$ cat src/rtl/assert_macros.svh
// ----------------------------------------------------------------------------
// Assertion macros
// Clocked assertion helpers for the RTL; empty when SYNTHESIS is set.
// ----------------------------------------------------------------------------
`ifndef ASSERT_MACROS_SVH
`define ASSERT_MACROS_SVH

`ifndef SYNTHESIS
`define ASSERT_CLK(label, clk, rst_n, prop) \
    label: assert property (@(posedge clk) disable iff (!rst_n) prop) \
        else $error("assertion failed");
`define ASSERT_NEVER(label, clk, rst_n, expr) \
    label: assert property (@(posedge clk) disable iff (!rst_n) !(expr)) \
        else $error("forbidden condition seen");
`else
`define ASSERT_CLK(label, clk, rst_n, prop)
`define ASSERT_NEVER(label, clk, rst_n, expr)
`endif

`endif

$ cat src/rtl/ods_pkg.sv
// ----------------------------------------------------------------------------
// ods_pkg
// Types and constants of the stub optical drive controller.
// ----------------------------------------------------------------------------
package ods_pkg;

    localparam int ODS_CMD_DEPTH = 16;
    localparam int RESP_DEPTH    = 4;

    localparam logic [15:0] DELAY_START = 16'd20000;

    typedef enum logic [1:0] {
        OP_WRITE = 2'd0,
        OP_READ  = 2'd1,
        OP_TICK  = 2'd2,
        OP_NONE  = 2'd3
    } ods_opcode_t;

    // Register indexes.
    localparam logic [1:0] REG_CMD   = 2'd0;
    localparam logic [1:0] REG_ISSUE = 2'd1;
    localparam logic [1:0] REG_MASK  = 2'd2;
    localparam logic [1:0] REG_IRQ   = 2'd3;

    // Command codes.
    localparam logic [7:0] CMD_GETSTAT = 8'h01;
    localparam logic [7:0] CMD_SETLOC  = 8'h02;
    localparam logic [7:0] CMD_READN   = 8'h06;
    localparam logic [7:0] CMD_SEEK07  = 8'h07;
    localparam logic [7:0] CMD_SEEK08  = 8'h08;
    localparam logic [7:0] CMD_SEEK09  = 8'h09;
    localparam logic [7:0] CMD_SEEK0A  = 8'h0A;
    localparam logic [7:0] CMD_SEEK0C  = 8'h0C;
    localparam logic [7:0] CMD_SETMODE = 8'h0E;
    localparam logic [7:0] CMD_SEEK15  = 8'h15;
    localparam logic [7:0] CMD_SEEK16  = 8'h16;
    localparam logic [7:0] CMD_GETID   = 8'h1A;
    localparam logic [7:0] CMD_SEEK1B  = 8'h1B;

    // Interrupt numbers.
    localparam logic [2:0] IRQ_NONE     = 3'd0;
    localparam logic [2:0] IRQ_COMPLETE = 3'd2;
    localparam logic [2:0] IRQ_ACK      = 3'd3;
    localparam logic [2:0] IRQ_ERROR    = 3'd5;

    // Response and status bytes.
    localparam logic [7:0] STAT_MOTOR_ON = 8'h02;
    localparam logic [7:0] RESP_NODISC   = 8'h80;
    localparam logic [7:0] STAT_ERROR    = 8'h40;
    localparam logic [7:0] ERR_BAD_CMD   = 8'h10;
    localparam logic [7:0] ACK_MASK      = 8'hE0;
    localparam logic [7:0] STATUS_READ   = 8'hE0;

    typedef struct packed {
        ods_opcode_t opcode;
        logic [1:0]  reg_addr;
        logic [7:0]  write_data;
        logic [9:0]  tick_cycles;
    } ods_item_t;

    typedef struct packed {
        logic       irq_pulse;
        logic [7:0] read_data;
    } ods_result_t;

endpackage

$ cat src/rtl/ods_core.sv
// ----------------------------------------------------------------------------
// ods_core
// Controller state and the combinational decode of one bus access or tick.
// ----------------------------------------------------------------------------
module ods_core #(
    parameter int CMD_DEPTH = ods_pkg::ODS_CMD_DEPTH
) (
    input  logic                clk,
    input  logic                rst_n,
    input  logic                fire,
    input  ods_pkg::ods_item_t  item,
    output ods_pkg::ods_result_t result
);
    import ods_pkg::*;

    localparam int CNT_W = $clog2(CMD_DEPTH + 1);
    localparam logic [CNT_W-1:0] CNT_MAX = CNT_W'(CMD_DEPTH);

    logic [CNT_W-1:0] count_reg, count_next;
    logic [7:0]       first_reg, first_next;
    logic [2:0]       len_reg, len_next;
    logic [2:0]       pos_reg, pos_next;
    logic [2:0]       pend_reg, pend_next;
    logic [15:0]      delay_reg, delay_next;
    logic [7:0]       status_reg, status_next;
    logic [7:0]       resp_mem_reg [RESP_DEPTH];

    logic [7:0]       cmd_bytes [RESP_DEPTH];
    logic [2:0]       cmd_len;
    logic [2:0]       cmd_irq;
    logic [7:0]       cmd_status;
    logic             run;

    // Response of the first queued byte, should it be issued now.
    always_comb
    begin
        cmd_status = status_reg;
        cmd_bytes[0] = 8'h00;
        cmd_bytes[1] = 8'h00;
        cmd_bytes[2] = 8'h00;
        cmd_bytes[3] = 8'h00;
        case (first_reg)
            CMD_GETSTAT:
            begin
                cmd_status   = STAT_MOTOR_ON;
                cmd_bytes[0] = STAT_MOTOR_ON;
                cmd_len      = 3'd1;
                cmd_irq      = IRQ_ACK;
            end
            CMD_SETLOC, CMD_READN, CMD_GETID:
            begin
                cmd_bytes[0] = RESP_NODISC;
                cmd_len      = 3'd4;
                cmd_irq      = IRQ_ERROR;
            end
            CMD_SETMODE:
            begin
                cmd_bytes[0] = status_reg;
                cmd_len      = 3'd1;
                cmd_irq      = IRQ_ACK;
            end
            CMD_SEEK07, CMD_SEEK08, CMD_SEEK09, CMD_SEEK0A,
            CMD_SEEK0C, CMD_SEEK15, CMD_SEEK16, CMD_SEEK1B:
            begin
                // The completion interrupt replaces the acknowledge at once.
                cmd_bytes[0] = status_reg;
                cmd_bytes[1] = status_reg;
                cmd_len      = 3'd2;
                cmd_irq      = IRQ_COMPLETE;
            end
            default:
            begin
                cmd_bytes[0] = STAT_ERROR | status_reg;
                cmd_bytes[1] = ERR_BAD_CMD;
                cmd_len      = 3'd4;
                cmd_irq      = IRQ_ERROR;
            end
        endcase
    end

    always_comb
    begin
        count_next  = count_reg;
        first_next  = first_reg;
        len_next    = len_reg;
        pos_next    = pos_reg;
        pend_next   = pend_reg;
        delay_next  = delay_reg;
        status_next = status_reg;
        run         = 1'b0;
        result      = '0;
        case (item.opcode)
            OP_WRITE:
            begin
                case (item.reg_addr)
                    REG_CMD:
                    begin
                        if (count_reg < CNT_MAX)
                        begin
                            if (count_reg == '0)
                                first_next = item.write_data;
                            count_next = count_reg + 1'b1;
                        end
                    end
                    REG_ISSUE:
                    begin
                        if (count_reg != '0)
                        begin
                            run         = 1'b1;
                            count_next  = '0;
                            len_next    = cmd_len;
                            pos_next    = 3'd0;
                            pend_next   = cmd_irq;
                            delay_next  = DELAY_START;
                            status_next = cmd_status;
                        end
                    end
                    REG_IRQ:
                    begin
                        if ((item.write_data & ACK_MASK) != 8'h00)
                        begin
                            pend_next = IRQ_NONE;
                            len_next  = 3'd0;
                            pos_next  = 3'd0;
                        end
                    end
                    default:
                    begin
                    end
                endcase
            end
            OP_READ:
            begin
                case (item.reg_addr)
                    REG_CMD, REG_MASK:
                        result.read_data = STATUS_READ;
                    REG_ISSUE:
                    begin
                        if (pos_reg < len_reg)
                        begin
                            result.read_data = resp_mem_reg[pos_reg[1:0]];
                            pos_next = pos_reg + 3'd1;
                        end
                    end
                    default:
                    begin
                        result.read_data = {5'd0, pend_reg};
                        if (pend_reg != IRQ_NONE)
                        begin
                            result.irq_pulse = 1'b1;
                            pend_next = IRQ_NONE;
                        end
                    end
                endcase
            end
            OP_TICK:
            begin
                if (delay_reg != 16'd0)
                begin
                    if ({6'd0, item.tick_cycles} >= delay_reg)
                    begin
                        delay_next = 16'd0;
                        result.irq_pulse = (pend_reg != IRQ_NONE);
                    end
                    else
                    begin
                        delay_next = delay_reg - {6'd0, item.tick_cycles};
                    end
                end
            end
            default:
            begin
            end
        endcase
    end

    always_ff @(posedge clk or negedge rst_n)
    begin
        if (!rst_n)
        begin
            count_reg  <= '0;
            first_reg  <= 8'h00;
            len_reg    <= 3'd0;
            pos_reg    <= 3'd0;
            pend_reg   <= IRQ_NONE;
            delay_reg  <= 16'd0;
            status_reg <= 8'h00;
        end
        else if (fire)
        begin
            count_reg  <= count_next;
            first_reg  <= first_next;
            len_reg    <= len_next;
            pos_reg    <= pos_next;
            pend_reg   <= pend_next;
            delay_reg  <= delay_next;
            status_reg <= status_next;
        end
    end

    always_ff @(posedge clk)
    begin
        if (fire && run)
        begin
            for (int i = 0; i < RESP_DEPTH; i++)
                resp_mem_reg[i] <= cmd_bytes[i];
        end
    end

endmodule

$ cat src/rtl/optical_drive_stub_controller.sv
// ----------------------------------------------------------------------------
// optical_drive_stub_controller
// Stub optical drive controller with no disc, behind four byte registers.
// ----------------------------------------------------------------------------
// Takes one request per clock while the result stream is not stalled, and
// returns exactly one result per request. The rate is set by the register
// decode and state update. A request is captured in an input register at the
// edge that accepts it. The decode runs from that register once the output
// register is free or being emptied, and the result is captured in the output
// register. While a result waits for tready, one more request can enter the
// input register. After that, s_axis_tready stays low until the waiting
// result is taken.
`include "assert_macros.svh"

module optical_drive_stub_controller #(
    parameter int CMD_DEPTH = ods_pkg::ODS_CMD_DEPTH
) (
    input  logic        clk,
    input  logic        rst_n,
    input  logic        s_axis_tvalid,
    output logic        s_axis_tready,
    // reg_addr[1:0], write_data[9:2], tick_cycles[19:10], zero pad[23:20]
    input  logic [23:0] s_axis_tdata,
    // opcode[1:0]
    input  logic [1:0]  s_axis_tuser,
    output logic        m_axis_tvalid,
    input  logic        m_axis_tready,
    // read_data[7:0], irq_pulse[8], zero pad[15:9]
    output logic [15:0] m_axis_tdata
);
    import ods_pkg::*;

    logic        in_valid_reg, in_valid_next;
    ods_item_t   item_reg;
    logic        out_valid_reg, out_valid_next;
    ods_result_t out_reg;
    ods_result_t result;
    logic        s_fire;
    logic        advance;
    logic        core_fire;

    assign advance       = !out_valid_reg || m_axis_tready;
    assign s_axis_tready = !in_valid_reg || advance;
    assign s_fire        = s_axis_tvalid && s_axis_tready;
    assign core_fire     = in_valid_reg && advance;

    always_comb
    begin
        in_valid_next = in_valid_reg;
        if (s_fire)
            in_valid_next = 1'b1;
        else if (advance)
            in_valid_next = 1'b0;

        out_valid_next = out_valid_reg;
        if (core_fire)
            out_valid_next = 1'b1;
        else if (m_axis_tready)
            out_valid_next = 1'b0;
    end

    always_ff @(posedge clk or negedge rst_n)
    begin
        if (!rst_n)
        begin
            in_valid_reg  <= 1'b0;
            out_valid_reg <= 1'b0;
        end
        else
        begin
            in_valid_reg  <= in_valid_next;
            out_valid_reg <= out_valid_next;
        end
    end

    always_ff @(posedge clk)
    begin
        if (s_fire)
        begin
            item_reg.opcode      <= ods_opcode_t'(s_axis_tuser);
            item_reg.reg_addr    <= s_axis_tdata[1:0];
            item_reg.write_data  <= s_axis_tdata[9:2];
            item_reg.tick_cycles <= s_axis_tdata[19:10];
        end
        if (core_fire)
            out_reg <= result;
    end

    ods_core #(
        .CMD_DEPTH (CMD_DEPTH)
    ) u_core (
        .clk    (clk),
        .rst_n  (rst_n),
        .fire   (core_fire),
        .item   (item_reg),
        .result (result)
    );

    assign m_axis_tvalid = out_valid_reg;
    assign m_axis_tdata  = {7'd0, out_reg.irq_pulse, out_reg.read_data};

    `ASSERT_CLK(a_held_request_stays, clk, rst_n, in_valid_reg && !advance |=> in_valid_reg)
    `ASSERT_CLK(a_decode_gives_result, clk, rst_n, core_fire |=> m_axis_tvalid)
    `ASSERT_NEVER(a_stall_needs_full, clk, rst_n, !s_axis_tready && !(in_valid_reg && out_valid_reg))

endmodule

$ cat config.mk
export PLATFORM = sky130hd
export DESIGN_NAME = optical_drive_stub_controller
export DESIGN_NICKNAME = d
export VERILOG_FILES = /design/src/rtl/ods_pkg.sv /design/src/rtl/ods_core.sv /design/src/rtl/optical_drive_stub_controller.sv
export VERILOG_INCLUDE_DIRS = /design/src /design/src/rtl
export SDC_FILE = /design/constraint.sdc
export NUM_CORES = 1
export LEC_CHECK = 0
export BUFFER_PORTS_ARGS = -buffer_cell sky130_fd_sc_hd__buf_4
export CORE_MARGIN = 5
export CORE_UTILIZATION = 31
export DETAILED_ROUTE_END_ITERATION = 10
export SETUP_SLACK_MARGIN = 0.3
export SYNTH_ARGS = -nofsm -noshare
export SYNTH_HDL_FRONTEND = slang
export SYNTH_SLANG_ARGS = --single-unit
$ cat constraint.sdc
create_clock -name clk -period 7.8 [get_ports clk]
set_input_delay 0.39 -clock clk [delete_from_list [all_inputs] [get_ports clk]]
set_output_delay 0.39 -clock clk [all_outputs]
set_load 0.03 [all_outputs]
**Word level (Yosys, flattened, before mapping)**

Memory sizes are Yosys's and may differ from the RTL's.
Cells that the tools add are included.

- Register bits after elaboration: 72
- Bits in writable memories: 32
- Output and inout port bits: 18
- Logic and storage cells: 128
- Memories kept: 1

- $add $sub $neg: 3
- Magnitude comparators: 3
- Equality and inequality tests: 31
- Muxes and demuxes: 41
- Reduce and logical (&&, ||, !) cells: 34

Memories:

| memory | words | width | rd ports | clocked after Yosys merged registers in | wr ports | line | RTL |
|---|---|---|---|---|---|---|---|
| u_core.resp_mem_reg | 4 | 8 | 1 | 0 | 4 | ods_core.sv:26 | `logic [7:0] resp_mem_reg [RESP_DEPTH];` |

Operator list:

| operator | number |
|---|---|
| 16-bit 2-to-1 mux | 4 |
| 3-bit case mux with 2 select lines | 7 |
| 8-bit by 4-bit equality test with 1-bit output, second input constant | 5 |
| 8-bit by 5-bit equality test with 1-bit output, second input constant | 4 |
| 16-bit case mux with 2 select lines | 1 |
| 5-bit AND reduction | 5 |
| 3-bit 2-to-1 mux | 8 |
| 8-bit case mux with 3 select lines | 1 |
| 5-bit case mux with 2 select lines | 2 |
| 8-bit by 3-bit equality test with 1-bit output, second input constant | 2 |
| 10-bit by 16-bit greater-or-equal comparator with 1-bit output | 1 |
| 2-bit by 1-bit != test with 1-bit output, second input constant | 8 |
| 8-bit case mux with 2 select lines | 1 |
| 16-bit nonzero test | 1 |
| 16-bit by 10-bit subtractor with 16-bit output | 1 |
| 7-bit AND reduction | 2 |
| 1-bit 2-to-1 mux | 13 |
| 2-bit nonzero test | 6 |
| 5-bit 2-to-1 mux | 2 |
| 9-bit OR reduction | 1 |
| 8-bit by 1-bit equality test with 1-bit output, second input constant | 1 |
| 8-bit by 2-bit equality test with 1-bit output, second input constant | 1 |
| 8-bit 2-to-1 mux | 1 |
| 8-bit nonzero test | 1 |
| 21 further kinds | 33 |

**Longest topological paths before layout**

- Depth after elaboration: 7
- Gate-level depth with buffers: 10
- Mapped depth without buffers: 10

**By module**

From an unflattened synthesis, not the netlist that was laid out.

- Cell total of the unflattened synthesis: 358
- Area total of the unflattened synthesis: 3992.6 µm²

Modules (own cells, without submodules):

| module | times used | cells each | area each (µm²) |
|---|---|---|---|
| ods_core | 1 | 311 | 2901.5 |
| optical_drive_stub_controller | 1 | 47 | 1091.0 |

**Worst setup path before layout**

No wires, ideal clock.

- Path type: flip-flop to flip-flop
- Start: register u_core.delay_reg[0]
- End: register u_core.delay_reg[12]
- Library setup time: 80 ps
- Data arrival time: 2433 ps
- Setup slack: 5287 ps
- Stages on the path, launching flop included: 11
- Buffers on the path: 0
- Period minus slack after synthesis: 2513 ps
- Cell sequence: dfrtp_1 -> inv_1 -> ha_1 -> inv_1 -> fa_1 -> a21o_1 -> a221oi_2 -> o31ai_2 -> or2_0 -> or4_1 -> o211ai_2

- Cells in the longest elaborated chain, start to end: 4

RTL lines:

| what | line | RTL |
|---|---|---|
| start, declared | ods_core.sv:24 | `logic [15:0] delay_reg, delay_next;` |
| start signal, assigned | ods_core.sv:196 | `delay_reg <= delay_next;` |
| 16-bit by 10-bit subtractor with 16-bit output or 10-bit by 16-bit greater-or-equal comparator with 1-bit output (tied branches) | ods_core.sv:167, ods_core.sv:160 |  |
| 16-bit 2-to-1 mux | ods_core.sv:160 | `if ({6'd0, item.tick_cycles} >= delay_reg)` |
| 16-bit 2-to-1 mux | ods_core.sv:158 | `if (delay_reg != 16'd0)` |
| 16-bit case mux with 2 select lines | ods_core.sv:92 | `case (item.opcode)` |

Several ways; a longest one is shown, not always the timed one. The select of a mux whose other input is x is not followed.
A chain may end at the register's enable or synchronous reset.

**Final worst setup path**

- Start: register u_core.delay_reg[0]
- End: register u_core.delay_reg[13]

The elaborated chain is that of the path after synthesis.

==> tab_implementation.tex <==
\begin{tabular}{lr}
\hline
Metric & Value \\
\hline
\multicolumn{2}{l}{\textbf{Critical path}} \\
\quad Critical path data arrival time & 3.31 ns \\
\quad Class of the most critical setup path & reg -> reg \\
\quad Kind of end point of the critical path & register \\
\quad Worst endpoint required time & 7.98 ns \\
\quad Type of element launching the critical path & register \\
\quad Maximum fanout count along the critical path & 13 \\
\multicolumn{2}{l}{\textbf{Logic synthesis}} \\
\quad Number of synthesized register bits & 76 \\
\quad Library cell occupying the most area in the post-synthesis netlist & sky130\_fd\_sc\_hd\_\_edfxtp\_1 \\
\quad Syn avg cell area & 11.1 µm² \\
\quad Distinct cells, synth & 68 \\
\quad Cells after synthesis & 358 \\
\quad Share of synthesized area occupied by flip-flops and latches & 52.3\% \\
\quad Async set-or-reset flop fraction in the synthesized netlist & 53.9\% \\
\quad Most common flop cell mapped by yosys & sky130\_fd\_sc\_hd\_\_dfrtp\_1 \\
\quad Number of warnings reported in the yosys synthesis log & 0 \\
\quad Area of the mapped netlist & 3970 µm² \\
\quad Share of Yosys cell area claimed by the top area cell type & 26.5\% \\
\quad Area contributors post-synth & sky130\_fd\_sc\_hd\_\_edfxtp\_1 (26\%), sky130\_fd\_sc\_hd\_\_dfrtp\_1 (26\%), sky130\_fd\_sc\_hd\_\_ha\_1 (5.7\%) \\
\quad Post-synth EDFFs & 35 \\
\multicolumn{2}{l}{\textbf{Die}} \\
\quad Number of I/O pins & 48 \\
\quad Starting density of the core & 31.6\% \\
\quad Die area & 15200 µm² \\
\quad Row cnt & 41 \\
\quad Die span in x & 123 µm \\
\quad Core Region & 12600 µm² \\
\quad Die H & 123 µm \\
\multicolumn{2}{l}{\textbf{Cells and area}} \\
\quad Proportion of layout cells with a drive suffix above 1 & 18.0\% \\
\quad Count of nets after finishing & 443 \\
\quad Area Growth Syn to Fin & 17.9\% \\
\quad Summed area of non-filler cells in the final layout & 4680 µm² \\
\quad Fillcell total & 1245 \\
\quad Number of flip-flops in the largest register & 22 \\
\quad Number of antenna cells inserted & 0 \\
\multicolumn{2}{l}{\textbf{Global routing}} \\
\quad Total global routing overflow & 0 \\
\quad GR Util All Layers & 11.4\% \\
\quad Largest net degree at the start of global routing & 42 \\
\quad Via count of the first global-routing pass & 2783 \\
\quad Wire length of the first global-routing pass & 13.5 mm \\
\quad Number of antenna violations at the first check in global routing & 0 \\
\multicolumn{2}{l}{\textbf{Detailed routing}} \\
\quad First-pass iteration count of the detailed router & 4 \\
\quad Antenna viol nets, final & 0 \\
\quad First-iteration detailed-routing DRC count & 155 \\
\quad Total vias in the final route & 2761 \\
\quad WL per Instance & 13.8 µm \\
\quad Via density per instance & 4.84 \\
\quad DRC violation count after routing & 0 \\
\quad Total wire length & 7.86 mm \\
\multicolumn{2}{l}{\textbf{Timing}} \\
\quad Pins Over Slew Limit & 0 \\
\quad Unrepaired setup endpoints after global routing & false \\
\quad Period minus WS final & 3.13 ns \\
\quad \# setup viols final & 0 \\
\quad Period utilisation layout & 40.1\% \\
\quad Accumulated negative setup slack & 0 ns \\
\quad Slew at the pin with the worst max-slew slack & 1.02 ns \\
\quad Post-Route Skew & 0.00880 ns \\
\quad Count of endpoints failing hold in the final timing report & 0 \\
\quad Headroom to the max-slew limit & 31.8\% \\
\quad Max Freq & 319 MHz \\
\multicolumn{2}{l}{\textbf{Worst hold path}} \\
\quad Classification of the worst-slack hold path & in -> async \\
\multicolumn{2}{l}{\textbf{Power and ir drop}} \\
\quad VDD IR-drop max & 0.109 mV \\
\quad Tot Pwr & 0.00131 W \\
\quad P\_leak & 2.00 nW \\
\quad Total power density per cell area & 279 nW/µm² \\
\multicolumn{2}{l}{\textbf{CTS}} \\
\quad Clock latency reported for the late side of the worst-skew pair & 0.34 ns \\
\quad Gates resized, CTS repair & 0 \\
\quad Cts hold-fix bufs & 0 \\
\quad Clock tree from TritonCTS & yes \\
\quad Number of buffers created by CTS & 9 \\
\quad Number of buffers on the longest clock path & 2 \\
\quad \# clock sinks & 76 \\
\quad Depth of the CTS H-tree & 3 \\
\quad Clock root buffer & sky130\_fd\_sc\_hd\_\_clkbuf\_16 \\
\quad Post-CTS Setup Bufs & 0 \\
\quad Clock transition time at the flip-flop clock pins of the worst setup and hold paths & 0.06 ns \\
\multicolumn{2}{l}{\textbf{Placement}} \\
\quad Half-perimeter wire length after placement & 5.70 mm \\
\quad Number of buffer cells added on primary ports & 35 \\
\quad Placed cell area & 4370 µm² \\
\quad Routability cong. & 0.893 \\
\multicolumn{2}{l}{\textbf{Run}} \\
\quad Max-cap violation count & 0 \\
\multicolumn{2}{l}{\textbf{Outcome}} \\
\quad Run status & finished clean \\
\hline
\end{tabular}
==> where the power goes <==
| group | internal (W) | switching, W | total, W |
|---|---|---|---|
| clock | 0.000281 | 0.000167 | 0.000447 |
| combinational | 0.000132 | 0.000177 | 0.000309 |
| sequential | 0.000487 | 0.0000627 | 0.000550 |
| total | 0.000900 | 0.000406 | 0.00131 |
==> stage by stage <==
step	cells	utilization, %	worst slack (ns)	hold slack (ns)
global placement	555	34.7	4.73	0.418
finish	571	37.3	4.67	0.0284
floorplan	365	-	5.29	0.0944
detailed placement	555	34.7	4.68	0.414
global route	571	37.3	4.43	0.0822
CTS	571	37.3	4.67	0.0465
==> cell families (layout without fill, tap and decap cells) <==
kind of cell	after synthesis	after routing	share of synthesized area, %
other cells	1	8	0.0944
fa+ha+maj	20	20	6.43
flops	76	76	52.3
buf+inv	46	80	5.64
xor+xnor	11	11	2.43
mux	11	11	3.06
simple gates	114	114	15.3
compound gates	79	79	14.8
==> per-layer routing <==
| metal | GRT usage [%] | routed length, µm | vias to the layer above |
|---|---|---|---|
| met5 | 0 | 0 | - |
| met4 | 6.44 | 212 | 0 |
| met3 | 2.38 | 326 | 14 |
| met2 | 17.2 | 3540 | 67 |
| met1 | 15.4 | 3780 | 1310 |
| li1 | - | - | 1370 |
==> final timing paths <==
| path | endpoint | from | cells past startpoint | slack, ns |
|---|---|---|---|---|
| worst max-delay path | u_core.delay_reg[13]$_DFFE_PN0P_ | u_core.delay_reg[0]$_DFFE_PN0P_ | 10 | 4.67 |
| worst min-delay path | u_core.first_reg[4]$_DFFE_PN0P_ | rst_n | 1 | 0.03 |
| worst max register to register | u_core.delay_reg[13]$_DFFE_PN0P_ | u_core.delay_reg[0]$_DFFE_PN0P_ | 10 | 4.67 |
| worst min register to register | u_core.first_reg[4]$_DFFE_PN0P_ | item_reg[14]$_DFFE_PP_ | 1 | 0.48 |
| max in group asynchronous | u_core.delay_reg[8]$_DFFE_PN0P_ | rst_n | 1 | 7.39 |
| min in group clk | item_reg[20]$_DFFE_PP_ | s_axis_tuser[0] | 1 | 0.22 |
==> final cells by class <==
cell class / instances / area (µm²) / share of cell area [%]
clock buffer: 10 / 229 / 4.89
clock inverter: 6 / 88.8 / 1.90
inverter: 29 / 109 / 2.32
multi-input combinational: 243 / 1700 / 36.4
sequential: 76 / 2080 / 44.3
tap: 172 / 215 / 4.59
timing repair buffer: 35 / 263 / 5.61
==> Yosys cell counts (3+ instances only) <==
library cell and n:
sky130_fd_sc_hd__dfrtp_1 41, sky130_fd_sc_hd__edfxtp_1 35, sky130_fd_sc_hd__nand2_1 29, sky130_fd_sc_hd__inv_1 28, sky130_fd_sc_hd__nor2_1 27, sky130_fd_sc_hd__ha_1 18
sky130_fd_sc_hd__a21oi_1 13, sky130_fd_sc_hd__o21ai_0 12, sky130_fd_sc_hd__buf_4 9, sky130_fd_sc_hd__mux2_2 9, sky130_fd_sc_hd__o31ai_1 9, sky130_fd_sc_hd__nand3_1 8
sky130_fd_sc_hd__or4_1 8, sky130_fd_sc_hd__xor2_1 7, sky130_fd_sc_hd__nand2b_1 6, sky130_fd_sc_hd__a21o_1 5, sky130_fd_sc_hd__a31oi_1 5, sky130_fd_sc_hd__nand4_1 5
sky130_fd_sc_hd__a2bb2oi_1 4, sky130_fd_sc_hd__clkbuf_1 4, sky130_fd_sc_hd__nand3b_1 4, sky130_fd_sc_hd__nor3_1 4, sky130_fd_sc_hd__xnor2_1 4, sky130_fd_sc_hd__o211ai_1 3
sky130_fd_sc_hd__o2bb2ai_1 3, sky130_fd_sc_hd__or3_1 3
==> cell usage in the layout (no fill, tap or decap), drive strengths merged, types with 3 or more instances in the layout <==
cell     count
mux2         9
ha          18
o21ai       14
a31oi        5
nand2       29
nand4        5
nor2        28
nand3        9
a21o         5
or4b         3
nand2b       6
xor2         7
clkbuf      10
o31ai       10
or2          3
inv         29
or3          3
or4          8
xnor2        4
buf         35
dfrtp       41
nor3         4
a211oi       3
o2bb2ai      3
edfxtp      35
conb         8
o211ai       4
a2bb2oi      4
nand3b       4
a21oi       13
==> critical path, stage by stage, from the launching register on <==
cell and delay [ns]:
sky130_fd_sc_hd__dfrtp_1 0.40, sky130_fd_sc_hd__inv_1 0.06, sky130_fd_sc_hd__ha_1 0.16, sky130_fd_sc_hd__inv_1 0.06, sky130_fd_sc_hd__fa_1 0.39, sky130_fd_sc_hd__a21o_1 0.22, sky130_fd_sc_hd__a221oi_2 0.40, sky130_fd_sc_hd__o31ai_2 0.19
sky130_fd_sc_hd__o31ai_2 0.79, sky130_fd_sc_hd__or4_1 0.22, sky130_fd_sc_hd__o211ai_1 0.09
(Power assumes the default switching activity.)
